==> src/rtl/u8d_pkg.sv <==
package u8d_pkg;

  localparam int unsigned ByteW  = 8;
  localparam int unsigned AvailW = 3;
  localparam int unsigned CpW    = 21;
  localparam int unsigned UsedW  = 3;
  localparam int unsigned KindW  = 3;
  localparam int unsigned ContLanes = 3;

  localparam logic [KindW-1:0] ERR_TRUNCATED = 3'd0;
  localparam logic [KindW-1:0] ERR_INVALID   = 3'd1;
  localparam logic [KindW-1:0] ERR_OVERLONG  = 3'd2;
  localparam logic [KindW-1:0] ERR_SURROGATE = 3'd3;
  localparam logic [KindW-1:0] ERR_RANGE     = 3'd4;

  localparam logic [CpW-1:0] MIN_CP2       = 21'h000080;
  localparam logic [CpW-1:0] MIN_CP3       = 21'h000800;
  localparam logic [CpW-1:0] MIN_CP4       = 21'h010000;
  localparam logic [CpW-1:0] SURR_LO       = 21'h00D800;
  localparam logic [CpW-1:0] SURR_HI       = 21'h00DFFF;
  localparam logic [CpW-1:0] MAX_CP        = 21'h10FFFF;

  // what one continuation-byte lane reports
  typedef struct packed {
    logic       is_cont;
    logic [5:0] payload;
  } lane_t;

  typedef struct packed {
    logic [CpW-1:0]   code_point;
    logic [UsedW-1:0] bytes_used;
    logic             rejected;
    logic [KindW-1:0] error_kind;
  } result_t;

endpackage

==> src/rtl/u8d_if.sv <==
interface u8d_in_if;
  import u8d_pkg::*;

  logic              valid;
  logic              ready;
  logic [ByteW-1:0]  first_byte;
  logic [ByteW-1:0]  second_byte;
  logic [ByteW-1:0]  third_byte;
  logic [ByteW-1:0]  fourth_byte;
  logic [AvailW-1:0] avail_bytes;

  modport source(
    output valid, first_byte, second_byte, third_byte, fourth_byte, avail_bytes,
    input  ready
  );
  modport sink(
    input  valid, first_byte, second_byte, third_byte, fourth_byte, avail_bytes,
    output ready
  );
endinterface

interface u8d_out_if;
  import u8d_pkg::*;

  logic             valid;
  logic             ready;
  logic [CpW-1:0]   code_point;
  logic [UsedW-1:0] bytes_used;
  logic             rejected;
  logic [KindW-1:0] error_kind;

  modport source(
    output valid, code_point, bytes_used, rejected, error_kind,
    input  ready
  );
  modport sink(
    input  valid, code_point, bytes_used, rejected, error_kind,
    output ready
  );
endinterface

==> src/rtl/u8d_lane.sv <==
module u8d_lane (
  input  logic [u8d_pkg::ByteW-1:0] byte_in,
  output u8d_pkg::lane_t            lane
);
  import u8d_pkg::*;

  // continuation bytes look like 10xxxxxx
  assign lane.is_cont = (byte_in[7:6] == 2'b10);
  assign lane.payload = byte_in[5:0];
endmodule

==> src/rtl/u8d_merge.sv <==
module u8d_merge (
  input  logic [u8d_pkg::ByteW-1:0]                  lead,
  input  logic [u8d_pkg::AvailW-1:0]                 avail,
  input  u8d_pkg::lane_t [u8d_pkg::ContLanes-1:0]    lanes,
  output u8d_pkg::result_t                           res
);
  import u8d_pkg::*;

  logic           is_ascii, is_len2, is_len3, is_len4;
  logic           avail_zero, avail_ge2, avail_ge3, avail_ge4;
  logic [CpW-1:0] cp2, cp3, cp4;

  assign is_ascii = (lead[7] == 1'b0);
  assign is_len2  = (lead[7:5] == 3'b110);
  assign is_len3  = (lead[7:4] == 4'b1110);
  assign is_len4  = (lead[7:3] == 5'b11110);

  // counts of five and up behave as four
  assign avail_zero = (avail == '0);
  assign avail_ge2  = avail[2] | avail[1];
  assign avail_ge3  = avail[2] | (avail[1] & avail[0]);
  assign avail_ge4  = avail[2];

  assign cp2 = {10'd0, lead[4:0], lanes[0].payload};
  assign cp3 = {5'd0, lead[3:0], lanes[0].payload, lanes[1].payload};
  assign cp4 = {lead[2:0], lanes[0].payload, lanes[1].payload, lanes[2].payload};

  always_comb begin
    res = '0;
    if (avail_zero) begin
      res.rejected   = 1'b1;
      res.error_kind = ERR_TRUNCATED;
    end else if (is_ascii) begin
      res.code_point = {13'd0, lead};
      res.bytes_used = 3'd1;
    end else if (is_len2) begin
      if (!avail_ge2) begin
        res.rejected   = 1'b1;
        res.error_kind = ERR_TRUNCATED;
      end else if (!lanes[0].is_cont) begin
        res.rejected   = 1'b1;
        res.error_kind = ERR_INVALID;
      end else if (cp2 < MIN_CP2) begin
        res.rejected   = 1'b1;
        res.error_kind = ERR_OVERLONG;
      end else begin
        res.code_point = cp2;
        res.bytes_used = 3'd2;
      end
    end else if (is_len3) begin
      if (!avail_ge3) begin
        res.rejected   = 1'b1;
        res.error_kind = ERR_TRUNCATED;
      end else if (!lanes[0].is_cont || !lanes[1].is_cont) begin
        res.rejected   = 1'b1;
        res.error_kind = ERR_INVALID;
      end else if (cp3 < MIN_CP3) begin
        res.rejected   = 1'b1;
        res.error_kind = ERR_OVERLONG;
      end else if (cp3 >= SURR_LO && cp3 <= SURR_HI) begin
        res.rejected   = 1'b1;
        res.error_kind = ERR_SURROGATE;
      end else begin
        res.code_point = cp3;
        res.bytes_used = 3'd3;
      end
    end else if (is_len4) begin
      if (!avail_ge4) begin
        res.rejected   = 1'b1;
        res.error_kind = ERR_TRUNCATED;
      end else if (!lanes[0].is_cont || !lanes[1].is_cont || !lanes[2].is_cont) begin
        res.rejected   = 1'b1;
        res.error_kind = ERR_INVALID;
      end else if (cp4 < MIN_CP4) begin
        res.rejected   = 1'b1;
        res.error_kind = ERR_OVERLONG;
      end else if (cp4 > MAX_CP) begin
        res.rejected   = 1'b1;
        res.error_kind = ERR_RANGE;
      end else begin
        res.code_point = cp4;
        res.bytes_used = 3'd4;
      end
    end else begin
      // stray continuation byte or lead of 0xf8 and up
      res.rejected   = 1'b1;
      res.error_kind = ERR_INVALID;
    end
  end
endmodule

==> src/rtl/utf8_sequence_decoder.sv <==
// channel  | modport           | moves
// ---------+-------------------+------------------------------------------
// window   | u8d_in_if.sink    | four bytes at the string head + byte count
// result   | u8d_out_if.source | code point, length used, error flag + kind
//
// one transaction per cycle while window.ready is high; results are registered
// three byte lanes check continuation bytes in parallel, the merge picks by lead
// an output register plus one skid entry keep input flowing under a stall
// window.ready drops only while the skid entry is full
// rst is synchronous and clears both valid flags
module utf8_sequence_decoder (
  input  logic           clk,
  input  logic           rst,
  u8d_in_if.sink         window,
  u8d_out_if.source      result
);
  import u8d_pkg::*;

  logic [ByteW-1:0]              cont_bytes [ContLanes];
  lane_t [ContLanes-1:0]         lanes;
  result_t                       dec;
  result_t                       main_res;
  result_t                       skid_res;
  logic                          out_valid;
  logic                          skid_valid;
  logic                          in_fire;
  logic                          out_fire;

  assign cont_bytes[0] = window.second_byte;
  assign cont_bytes[1] = window.third_byte;
  assign cont_bytes[2] = window.fourth_byte;

  for (genvar i = 0; i < ContLanes; i++) begin : g_lane
    u8d_lane u_lane (
      .byte_in (cont_bytes[i]),
      .lane    (lanes[i])
    );
  end

  u8d_merge u_merge (
    .lead  (window.first_byte),
    .avail (window.avail_bytes),
    .lanes (lanes),
    .res   (dec)
  );

  assign window.ready = !skid_valid;
  assign in_fire      = window.valid && window.ready;
  assign out_fire     = out_valid && result.ready;

  always_ff @(posedge clk) begin
    if (rst) begin
      out_valid  <= 1'b0;
      skid_valid <= 1'b0;
    end else if (out_fire || !out_valid) begin
      if (skid_valid) begin
        main_res   <= skid_res;
        out_valid  <= 1'b1;
        skid_valid <= 1'b0;
      end else if (in_fire) begin
        main_res  <= dec;
        out_valid <= 1'b1;
      end else begin
        out_valid <= 1'b0;
      end
    end else if (in_fire) begin
      skid_res   <= dec;
      skid_valid <= 1'b1;
    end
  end

  assign result.valid      = out_valid;
  assign result.code_point = main_res.code_point;
  assign result.bytes_used = main_res.bytes_used;
  assign result.rejected   = main_res.rejected;
  assign result.error_kind = main_res.error_kind;

`ifndef SYNTHESIS
  a_skid_needs_main: assert property (@(posedge clk) disable iff (rst)
    skid_valid |-> out_valid)
    else $error("skid entry held with empty output register");

  a_error_fields: assert property (@(posedge clk) disable iff (rst)
    (out_valid && main_res.rejected) |->
      (main_res.code_point == '0 && main_res.bytes_used == '0))
    else $error("error result carries a code point or length");

  a_ok_fields: assert property (@(posedge clk) disable iff (rst)
    (out_valid && !main_res.rejected) |->
      (main_res.error_kind == ERR_TRUNCATED && main_res.bytes_used != '0
       && main_res.code_point <= MAX_CP))
    else $error("good result with bad kind, length or value");

  a_skid_fill: assert property (@(posedge clk) disable iff (rst)
    (in_fire && out_valid && !result.ready) |=> skid_valid)
    else $error("transaction accepted under stall was not parked");
`endif
endmodule

==> src/flat_wrapper.sv <==
// flat-port wrapper written by rule: the top's interface ports become plain ports
module utf8_sequence_decoder_flat import u8d_pkg::*;
  (clk, rst, window_valid, window_first_byte, window_second_byte, window_third_byte, window_fourth_byte, window_avail_bytes, window_ready, result_valid, result_code_point, result_bytes_used, result_rejected, result_error_kind, result_ready);
  u8d_in_if window_i ();
  u8d_out_if result_i ();
  input  logic clk;
  input  logic rst;
  input wire logic [$bits(window_i.valid)-1:0] window_valid;
  input wire logic [$bits(window_i.first_byte)-1:0] window_first_byte;
  input wire logic [$bits(window_i.second_byte)-1:0] window_second_byte;
  input wire logic [$bits(window_i.third_byte)-1:0] window_third_byte;
  input wire logic [$bits(window_i.fourth_byte)-1:0] window_fourth_byte;
  input wire logic [$bits(window_i.avail_bytes)-1:0] window_avail_bytes;
  output wire logic [$bits(window_i.ready)-1:0] window_ready;
  output wire logic [$bits(result_i.valid)-1:0] result_valid;
  output wire logic [$bits(result_i.code_point)-1:0] result_code_point;
  output wire logic [$bits(result_i.bytes_used)-1:0] result_bytes_used;
  output wire logic [$bits(result_i.rejected)-1:0] result_rejected;
  output wire logic [$bits(result_i.error_kind)-1:0] result_error_kind;
  input wire logic [$bits(result_i.ready)-1:0] result_ready;
  assign window_i.valid = window_valid;
  assign window_i.first_byte = window_first_byte;
  assign window_i.second_byte = window_second_byte;
  assign window_i.third_byte = window_third_byte;
  assign window_i.fourth_byte = window_fourth_byte;
  assign window_i.avail_bytes = window_avail_bytes;
  assign window_ready = window_i.ready;
  assign result_valid = result_i.valid;
  assign result_code_point = result_i.code_point;
  assign result_bytes_used = result_i.bytes_used;
  assign result_rejected = result_i.rejected;
  assign result_error_kind = result_i.error_kind;
  assign result_i.ready = result_ready;
  utf8_sequence_decoder u_core (.clk(clk), .rst(rst), .window(window_i), .result(result_i));
endmodule
==> config.mk <==
export PLATFORM = sky130hd
export DESIGN_NAME = utf8_sequence_decoder_flat
export DESIGN_NICKNAME = d
export VERILOG_FILES = /design/src/rtl/u8d_pkg.sv /design/src/rtl/u8d_if.sv /design/src/rtl/u8d_lane.sv /design/src/rtl/u8d_merge.sv /design/src/rtl/utf8_sequence_decoder.sv /design/src/flat_wrapper.sv
export SDC_FILE = /design/constraint.sdc
export NUM_CORES = 1
export LEC_CHECK = 0
export ABC_CLOCK_PERIOD_IN_PS = 10910
export BUFFER_PORTS_ARGS = -buffer_cell sky130_fd_sc_hd__buf_2
export CORE_MARGIN = 2
export CORE_UTILIZATION = 55
export CTS_CLUSTER_DIAMETER = 120
export DETAILED_ROUTE_END_ITERATION = 8
export PLACE_DENSITY_LB_ADDON = 0.2
export SYNTH_ARGS = -nofsm -noshare
export SYNTH_HDL_FRONTEND = slang
export SYNTH_SLANG_ARGS = --single-unit
==> constraint.sdc <==
create_clock -name clk -period 10.91 [get_ports clk]
set_input_delay 1.091 -clock clk [delete_from_list [all_inputs] [get_ports clk]]
set_output_delay 1.091 -clock clk [all_outputs]
set_load 0.005 [all_outputs]
==> run_results.csv, run 1 <==
group,metric,value,unit
run_status,status,"completed",
setup_path,r2r_start,"u_core.skid_valid$_SDFFE_PP0P_",
grt,grt_pass1_vias,2340,
sta,fmax,317,MHz
cts,cts_resized,0,
detailed_routing,detail_route.wl_per_cell,18.7,um
layout,drive_gt1_frac,0.322,
power_and_ir_drop,max-vdd-ir-drop,0.0969,mV
synthesis,avgSynthCellArea,11.5,um^2
cts,clock-root-buffer,"clkbuf_8",
synthesis,synth_edf_count,56,
detailed_routing,drt-pass1-iter-count,5,
synthesis,syn_nets,306,
synthesis,synth_compound_area_frac,0.199,
cts,numCtsBuffers,9,
floorplan,core_area,0.00544,mm^2
grt,grt_pass1_wl,11.8,mm
detailed_routing,ant_nets,0,
job,cap_violations,0,
cts,htree_levels,3,
cts,clockBufferDepth,2,
min_path,hold_end,"u_core.result.error_kind[2]$_DFFE_PP_",
sta,holdWs,0.533,ns
detailed_routing,drt_wl_total,7.63,mm
cts,holdBufCountCts,0,
synthesis,synth_warnings,0,
layout,multi_input_area,0.00122,mm^2
synthesis,synthCells,267,
power_and_ir_drop,p_total,0.517,mW
setup_path,crit_path_end_kind,"flip-flop",
layout,fin_nets,369,
grt,overflow,0,
synthesis,synth_top_family_by_area,"compound AO/OA/AOI/OAI gates",
placed_design,dp_cells,391,
synthesis,synth.cell_area,0.00306,mm^2
cts,clk_latency,0.34,ns
sta,maxSlewViolCount,0,
synthesis,synthXorXnorAreaFrac,0.00532,
detailed_routing,drt-met1-wl,3.20,mm
synthesis,synth_top_area_cell,"edfxtp_1",
synthesis,synthSimpleGateAreaFrac,0.144,
floorplan,die-area,0.00617,mm^2
synthesis,synth_fa_ha_area_frac,0,
synthesis,synthTopCellsByArea,"edfxtp_1 55%, mux2_2 4.0%, nand2_1 3.2%",
floorplan,initial_utilization,0.562,
floorplan,io-pin-count,69,
cts,cts_tree,"done",
sta,fin_ws,7.76,ns
sta,hold_viol,0,
synthesis,ys_seq_elements,58,
power_and_ir_drop,power.density,143,mW/mm^2
synthesis,yosys-top-cells-count,"56 x edfxtp_1, 26 x nand2_1, 17 x a21oi_1",
sta,setup_viol,0,
detailed_routing,vias,2514,
detailed_routing,drt_iter0_markers,261,
detailed_routing,top_layer_used,"met4",
sta,timing.final.crit_period,3.15,ns
synthesis,synth.top_cell.area_share,0.550,
floorplan,row_count,27,
detailed_routing,wl_met2,3.63,mm
setup_path,r2r-end,"u_core.result.code_point[6]$_DFFE_PP_",
synthesis,yosysMostFrequentCell,"edfxtp_1",
layout,areaGrowthSynthToFinish,18.7,%
sta,min_period_over_period,0.289,
cts,cts.clk_slew.worst_paths,0.07,ns
synthesis,ys_types,54,
cts,cts_sinks,58,
sta,worstMarginPinSlew,1.09,ns
sta,final.setup.tns,0,ns
setup_path,worstRegToRegCells,4,
synthesis,async_flop_share,0,
setup_path,critical_path_class,"input port to flip-flop",
layout,n_antenna_cell,0,
layout,regArea,0.00172,mm^2
detailed_routing,dr_wl_met3,615,um
synthesis,synth.area.mux_share,0.0454,
synthesis,ys.flop_type,"edfxtp_1",
setup_path,crit_fanout,36,
min_path,min_from,"u_core.skid_res[2]$_DFFE_PP_",
layout,instances_no_fill,407,
power_and_ir_drop,power_leakage,1.33,nW
grt,gr-usage-all-layers,0.257,
placed_design,pre_cts_slack,7.50,ns
placed_design,io_buffer_count,68,
setup_path,r2r_slack,8.51,ns
layout,num-fill-cells,429,
placed_design,gp_congestion,0.879,
setup_path,cp-start-kind,"input port",
cts,post_cts_buffers,0,
floorplan,die_y,78.6,um
sta,rsz0062_at_grt,"no",
grt,grt_max_degree,37,
placed_design,place_hpwl,5.16,mm
min_path,min_path_cells,2,
detailed_routing,via_per_inst,6.18,
detailed_routing,drc,0,
floorplan,die_w,78.6,um
grt,antenna_found_initial,0,
synthesis,ys_seq_area_frac,0.563,
setup_path,required,11.07,ns
sta,finClkSkew,0.00489,ns
min_path,hp-class,"flip-flop to flip-flop",
setup_path,worstPathArrival,3.31,ns
sta,slew_headroom,0.270,
where the power goes:
part           internal (mW)  total (mW)  leakage, nW  switching, mW
Sequential             0.252       0.253        0.513        0.00170
Clock                  0.127       0.212        0.104         0.0855
Combinational         0.0202      0.0517        0.708         0.0315
Total                  0.399       0.517         1.33          0.119
metrics by stage:
| step | util | cell area, um^2 |
|---|---|---|
| 4_1_cts | 0.667 | 3630 |
| 2_1_floorplan | - | 3060 |
| 3_5_place_dp | 0.629 | 3420 |
| 3_3_place_gp | 0.629 | 3420 |
| 6_report | 0.667 | 3630 |
| 5_1_grt | 0.667 | 3630 |
layout make-up:
cell class                      count  area share
Sequential cell                    58       0.474
Multi-Input combinational cell    183       0.335
Timing Repair Buffer               72       0.102
Clock buffer                       10      0.0352
Tap cell                           72      0.0248
Clock inverter                      6      0.0224
Inverter                            6     0.00620
cells by family (layout without fill, tap and decap cells):
logic type	count (synthesis)	after routing
XOR/XNOR	1	1
AND/OR/NAND/NOR	83	83
flip-flops	58	58
AO/OA/AOI/OAI	87	87
buffers and inverters	26	94
multiplexers	12	12
worst max-delay path: stages:
cell and delay (ns):
buf_2 0.44, nand3_1 0.35, nor3_1 0.93, a22oi_1 0.21, a211oi_1 0.29
sequential cells by signal, summed over array words and instances (netlist names):
name	cells
u_core.skid_valid	1
u_core.result.error_kind	3
u_core.result.valid	1
u_core.result.bytes_used	3
u_core.skid_res	28
u_core.result.code_point	21
u_core.result.rejected	1
layer usage:
metal,track usage,vias to the layer above
met4,0.114,0
met5,0,-
met3,0.0644,18
met2,0.388,139
li1,-,1171
met1,0.352,1186
how the worst max path moves through the flow:
stage / start / end / depth (start not counted)
after floorplan: result_ready / u_core.skid_res[0]$_DFFE_PP_ / 2
after global placement: window_first_byte[7] / u_core.skid_res[3]$_DFFE_PP_ / 5
after detailed placement: window_first_byte[7] / u_core.skid_res[3]$_DFFE_PP_ / 5
after CTS: window_first_byte[7] / u_core.skid_res[12]$_DFFE_PP_ / 5
after global routing: window_first_byte[7] / u_core.skid_res[13]$_DFFE_PP_ / 5
final: window_first_byte[7] / u_core.skid_res[12]$_DFFE_PP_ / 5
cells in the final DEF (no fill, tap or decap), types with 4 or more instances in the layout:
master / instances
a21o_1: 5
a21oi_1: 17
a22oi_1: 9
a31oi_1: 4
and3_1: 4
buf_2: 68
buf_4: 4
clkbuf_8: 9
edfxtp_1: 56
inv_1: 5
mux2_2: 11
nand2_1: 26
nand3_1: 6
nor2_1: 14
nor3_1: 5
nor4_1: 5
o21a_1: 6
o21ai_0: 16
o221ai_1: 6
o31a_1: 4
o31ai_1: 4
No activity file was read; power rests on OpenSTA's default activity.
==> inputs of run 2 (changes only) <==
ABC_CLOCK_PERIOD_IN_PS = 2950   (was 10910)
CORE_UTILIZATION = 54   (was 55)
clock period = 2.95 ns   (was 10.91 ns; I/O delays follow)
==> run 2 against run 1 <==
  * Sequential power rose to 3.7 times the previous value
  * Setup slack worse by 6.9 ns
  * Combinational power rose to 3.7 times the previous value
  * Worst hold slack worse by 0.31 ns
  * Sequential share of layout area down 0.13 points
  * Core utilization down 0.23 points
  * Clock skew about the same
  * Cell count up 0.74%
  * Critical endpoint is now u_core.result.code_point[6]$_DFFE_PP_
  * Design area up 0.28%
  * Flip-flop and latch count unchanged
==> run_results.csv, run 2 (same netlist as run 1, synthesis figures left out) <==
group,metric,value,unit
setup_path,cpPeakStageDelay,0.45,ns
sta,min_period_over_period,0.694,
setup_path,critical_path_class,"input port to flip-flop",
detailed_routing,via_per_inst,6.03,
sta,worstMarginPinSlew,0.631,ns
placed_design,place_area,0.00347,mm^2
power_and_ir_drop,switching_share,0.238,
sta,rsz0062_at_grt,"no",
min_path,hp-class,"input port to flip-flop",
layout,top_regs,"u_core.skid_res (28), u_core.result.code_point (21)",
sta,slew_headroom,0.578,
placed_design,pre_cts_slack,0.656,ns
setup_path,crit_fanout,36,
floorplan,die_y,79.3,um
layout,final_util,0.665,
cts,post_cts_buffers,0,
cts,cts_tree,"done",
grt,overflow,0,
floorplan,die-area,0.00628,mm^2
grt,antenna_found_initial,0,
detailed_routing,vias,2473,
power_and_ir_drop,internal_power,1.38,mW
sta,final.setup.tns,0,ns
cts,clk_latency,0.35,ns
cts,clock-root-buffer,"clkbuf_8",
detailed_routing,drt_iter0_markers,309,
sta,holdWs,0.220,ns
floorplan,initial_utilization,0.559,
layout,drive_gt1_frac,0.322,
setup_path,worstPathArrival,2.22,ns
grt,gr-usage-all-layers,0.255,
placed_design,place_hpwl,5.02,mm
setup_path,path_delay_family,"simple AND/OR/NAND/NOR gates",
power_and_ir_drop,p_seq_frac,0.517,
detailed_routing,drt_wl_total,7.50,mm
sta,hold_viol,0,
floorplan,io-pin-count,69,
layout,final_common_cell,"buf_2",
power_and_ir_drop,combPwrFrac,0.106,
sta,setup_viol,0,
sta,fmax,488,MHz
cts,holdBufCountCts,0,
power_and_ir_drop,power_leakage,1.33,nW
sta,maxSlewViolCount,0,
grt,grt_pass1_vias,2279,
cts,cts.clk_slew.worst_paths,0.06,ns
floorplan,core_area,0.00547,mm^2
placed_design,gp_congestion,0.888,
detailed_routing,drt-pass1-iter-count,5,
placed_design,io_buffer_count,68,
setup_path,crit_chain,"buf_2 > and4b_1 > nor3b_1 > nor2b_1 > buf_4 > nand2_1 > o221ai_1",
sta,timing.final.crit_period,2.05,ns
cts,clockBufferDepth,2,
cts,cts_resized,0,
layout,num-fill-cells,432,
job,cap_violations,0,
grt,grt_max_degree,37,
layout,fin_nets,373,
placed_design,dp_cells,395,
layout,largest_reg_flops,28,
layout,areaGrowthSynthToFinish,19.0,%
detailed_routing,detail_route.wl_per_cell,18.3,um
run_status,status,"completed",
layout,layout_common_cells,"68 x buf_2, 56 x edfxtp_1, 26 x nand2_1",
setup_path,cp-start-kind,"input port",
detailed_routing,ant_nets,0,
floorplan,die_w,79.3,um
layout,instances_no_fill,410,
setup_path,critPathSlowestCell,"buf_2",
cts,htree_levels,3,
power_and_ir_drop,p_switching,0.431,mW
power_and_ir_drop,max-vdd-ir-drop,0.252,mV
power_and_ir_drop,power.density,498,mW/mm^2
cts,numCtsBuffers,9,
layout,regMostFlops,"u_core.skid_res",
setup_path,worst-path-buf-inv,2,
floorplan,row_count,27,
layout,final_cell_area,0.00364,mm^2
layout,n_antenna_cell,0,
cts,cts_sinks,58,
setup_path,crit_path_end_kind,"flip-flop",
grt,grt_pass1_wl,11.7,mm
sta,finClkSkew,0.00519,ns
setup_path,required,3.12,ns
power_and_ir_drop,p_clk_frac,0.377,
sta,fin_ws,0.901,ns
power_and_ir_drop,p_total,1.81,mW
detailed_routing,drc,0,
## run 2: cell types whose count changed in the layout (fill, tap and decap cells not counted), sizes merged
cell      change
clkinv        +1
clkinvlp      -1
buf           +4
bufinv        -1
## run 2: final timing paths
path              cells past startpoint                               endpoint                           start  slack, ns
setup / recovery                      7  u_core.result.code_point[6]$_DFFE_PP_            window_first_byte[7]       0.90
hold / removal                        2       u_core.result.valid$_SDFFE_PP0P_                             rst       0.22
setup reg to reg                      3  u_core.result.code_point[6]$_DFFE_PP_  u_core.skid_valid$_SDFFE_PP0P_       1.11
hold reg to reg                       2  u_core.result.error_kind[0]$_DFFE_PP_    u_core.skid_res[0]$_DFFE_PP_       0.53
## run 2: final cells by class
type                    count  area, um^2  area share
repair buffers             76         400       0.110
flip-flops and latches     58        1720       0.473
multi-input cells         183        1230       0.338
inverters                   6        22.5     0.00619
well taps                  72        90.1      0.0248
clock buffers              10         128      0.0351
clock inverters             5        46.3      0.0127
## run 2: layer usage
layer  up-vias  part of all wire  track usage
li1       1178                 -            -
met1      1151              0.42        0.344
met2       133              0.47        0.382
met3        11             0.088       0.0795
met4         0             0.015        0.107
met5         -                 0            0
## run 2: power groups by stage
stage | registers, mW | clock network [mW] | logic [mW]
floorplan | 0.957 | 0 | 0.106
global placement | 0.954 | 0 | 0.186
detailed placement | 0.955 | 0 | 0.190
CTS | 0.938 | 0.686 | 0.191
global route | 0.940 | 0.721 | 0.211
finish | 0.938 | 0.683 | 0.192
==> inputs of run 3 (changes only) <==
ABC_CLOCK_PERIOD_IN_PS = 1800   (was 2950)
CORE_UTILIZATION = 49   (was 54)
clock period = 1.8 ns   (was 2.95 ns; I/O delays follow)
==> run 3 against run 2 <==
  * Sequential share of layout area shrank 4.3 points
  * Power increased by 60%
  * Largest power group unchanged
  * Sequential power rose by 63%
  * Core utilization grew 0.31 points
  * Clock skew increased by 0.0016 ns
  * Critical path depth is 1 higher
  * Non-clock buffer count rose by 42
  * Via count increased by 9.9%
  * Design area is 10% higher
  * Largest cell class unchanged
  * Count of clock-buffer cells in the layout up 2
  * Global-route usage down 1.2 points
  * Die area is 9.7% higher
==> run_results.csv, run 3 (same netlist as run 1, synthesis figures left out) <==
group,metric,value,unit
cts,htree_levels,3,
detailed_routing,ant_nets,0,
layout,fin_nets,415,
power_and_ir_drop,p_seq_frac,0.528,
job,cap_violations,0,
setup_path,critical_path_class,"input port to flip-flop",
placed_design,place_area,0.00385,mm^2
layout,final_cell_area,0.00400,mm^2
power_and_ir_drop,switching_share,0.247,
floorplan,core_area,0.00599,mm^2
cts,clockBufferDepth,2,
detailed_routing,via_per_inst,5.96,
cts,cts_tree,"done",
sta,slew_headroom,0.540,
power_and_ir_drop,power.density,726,mW/mm^2
layout,final_common_cell,"buf_2",
floorplan,die_w,83.0,um
grt,grt_pass1_vias,2594,
run_status,status,"completed",
floorplan,row_count,28,
cts,post_cts_buffers,0,
layout,regMostFlops,"u_core.skid_res",
power_and_ir_drop,max-vdd-ir-drop,0.553,mV
layout,largest_reg_flops,28,
setup_path,required,1.88,ns
detailed_routing,drt-pass1-iter-count,9,
sta,worstMarginPinSlew,0.684,ns
power_and_ir_drop,combPwrFrac,0.132,
power_and_ir_drop,p_total,2.91,mW
setup_path,cp-start-kind,"input port",
sta,setup_viol,0,
sta,maxSlewViolCount,0,
sta,fin_ws,0.167,ns
sta,timing.final.crit_period,1.63,ns
placed_design,io_buffer_count,68,
grt,grt_max_degree,29,
setup_path,crit_fanout,6,
grt,gr-usage-all-layers,0.242,
power_and_ir_drop,internal_power,2.19,mW
power_and_ir_drop,p_switching,0.719,mW
floorplan,die-area,0.00689,mm^2
placed_design,place_hpwl,5.88,mm
cts,clock-root-buffer,"clkbuf_8",
grt,overflow,0,
detailed_routing,drc,0,
detailed_routing,drt_iter0_markers,278,
setup_path,crit_path_end_kind,"flip-flop",
cts,cts_resized,0,
sta,finClkSkew,0.00676,ns
layout,n_antenna_cell,0,
cts,clk_latency,0.33,ns
floorplan,die_y,83.0,um
sta,fmax,612,MHz
grt,grt_pass1_wl,13.2,mm
min_path,hp-class,"input port to flip-flop",
layout,num-fill-cells,487,
floorplan,io-pin-count,69,
layout,areaGrowthSynthToFinish,30.8,%
cts,cts.clk_slew.worst_paths,0.06,ns
cts,numCtsBuffers,9,
floorplan,initial_utilization,0.511,
sta,min_period_over_period,0.907,
detailed_routing,detail_route.wl_per_cell,17.8,um
layout,layout_common_cells,"68 x buf_2, 56 x edfxtp_1, 47 x buf_4",
placed_design,pre_cts_slack,-0.166,ns
placed_design,gp_congestion,0.868,
grt,antenna_found_initial,0,
layout,top_regs,"u_core.skid_res (28), u_core.result.code_point (21)",
cts,cts_sinks,58,
sta,hold_viol,0,
layout,drive_gt1_frac,0.412,
power_and_ir_drop,power_leakage,1.55,nW
sta,final.setup.tns,0,ns
setup_path,worstPathArrival,1.71,ns
sta,rsz0062_at_grt,"no",
detailed_routing,drt_wl_total,8.12,mm
detailed_routing,vias,2717,
power_and_ir_drop,p_clk_frac,0.340,
cts,holdBufCountCts,0,
## run 3: cell count changes in the layout (fill, tap and decap cells not counted), sizes merged
cell / change
buf: +42
bufinv: -1
clkbuf: +2
## run 3: final cells by class
class                   instances  area (um^2)  share of cell area
flip-flops and latches         58         1720               0.430
multi-input cells             183         1260               0.314
repair buffers                118          753               0.188
clock buffers                  12          135              0.0338
well taps                      75         93.8              0.0234
inverters                       6         22.5             0.00563
clock inverters                 4         18.8             0.00469
## run 3: per-layer routing
metal / routed length [um] / up-vias / track usage
met3: 764 / 17 / 0.0596
met1: 3370 / 1265 / 0.329
met5: 0 / - / 0
met2: 3850 / 172 / 0.388
li1: - / 1263 / -
met4: 133 / 0 / 0.0715
## run 3: final timing paths
path	slack (ns)	cells past startpoint	startpoint	end
setup / recovery	0.17	8	window_first_byte[5]	u_core.skid_res[3]$_DFFE_PP_
hold / removal	0.11	2	rst	u_core.result.valid$_SDFFE_PP0P_
setup reg to reg	0.33	3	u_core.skid_valid$_SDFFE_PP0P_	u_core.result.code_point[5]$_DFFE_PP_
hold reg to reg	0.53	2	u_core.skid_res[27]$_DFFE_PP_	u_core.result.code_point[20]$_DFFE_PP_
## run 3: stage by stage
step	instances	util	hold slack (ns)
floorplan	267	-	0.249
global placement	440	0.642	0.452
detailed placement	440	0.642	0.458
CTS	456	0.668	0.109
global route	456	0.668	0.107
finish	456	0.668	0.111
## run 3: worst max-delay path: stages
cell and delay (ns):
buf_2 0.10, buf_4 0.15, inv_1 0.07, nand3_1 0.10
nor3_1 0.60, buf_4 0.24, nor4_1 0.05, or2_1 0.21
## run 3: power by group through the flow
stage | logic [mW] | clock network, mW | registers [mW]
detailed placement | 0.378 | 0 | 1.56
CTS | 0.381 | 0.998 | 1.53
finish | 0.385 | 0.988 | 1.53
global route | 0.419 | 1.07 | 1.54
global placement | 0.371 | 0 | 1.56
floorplan | 0.183 | 0 | 1.57
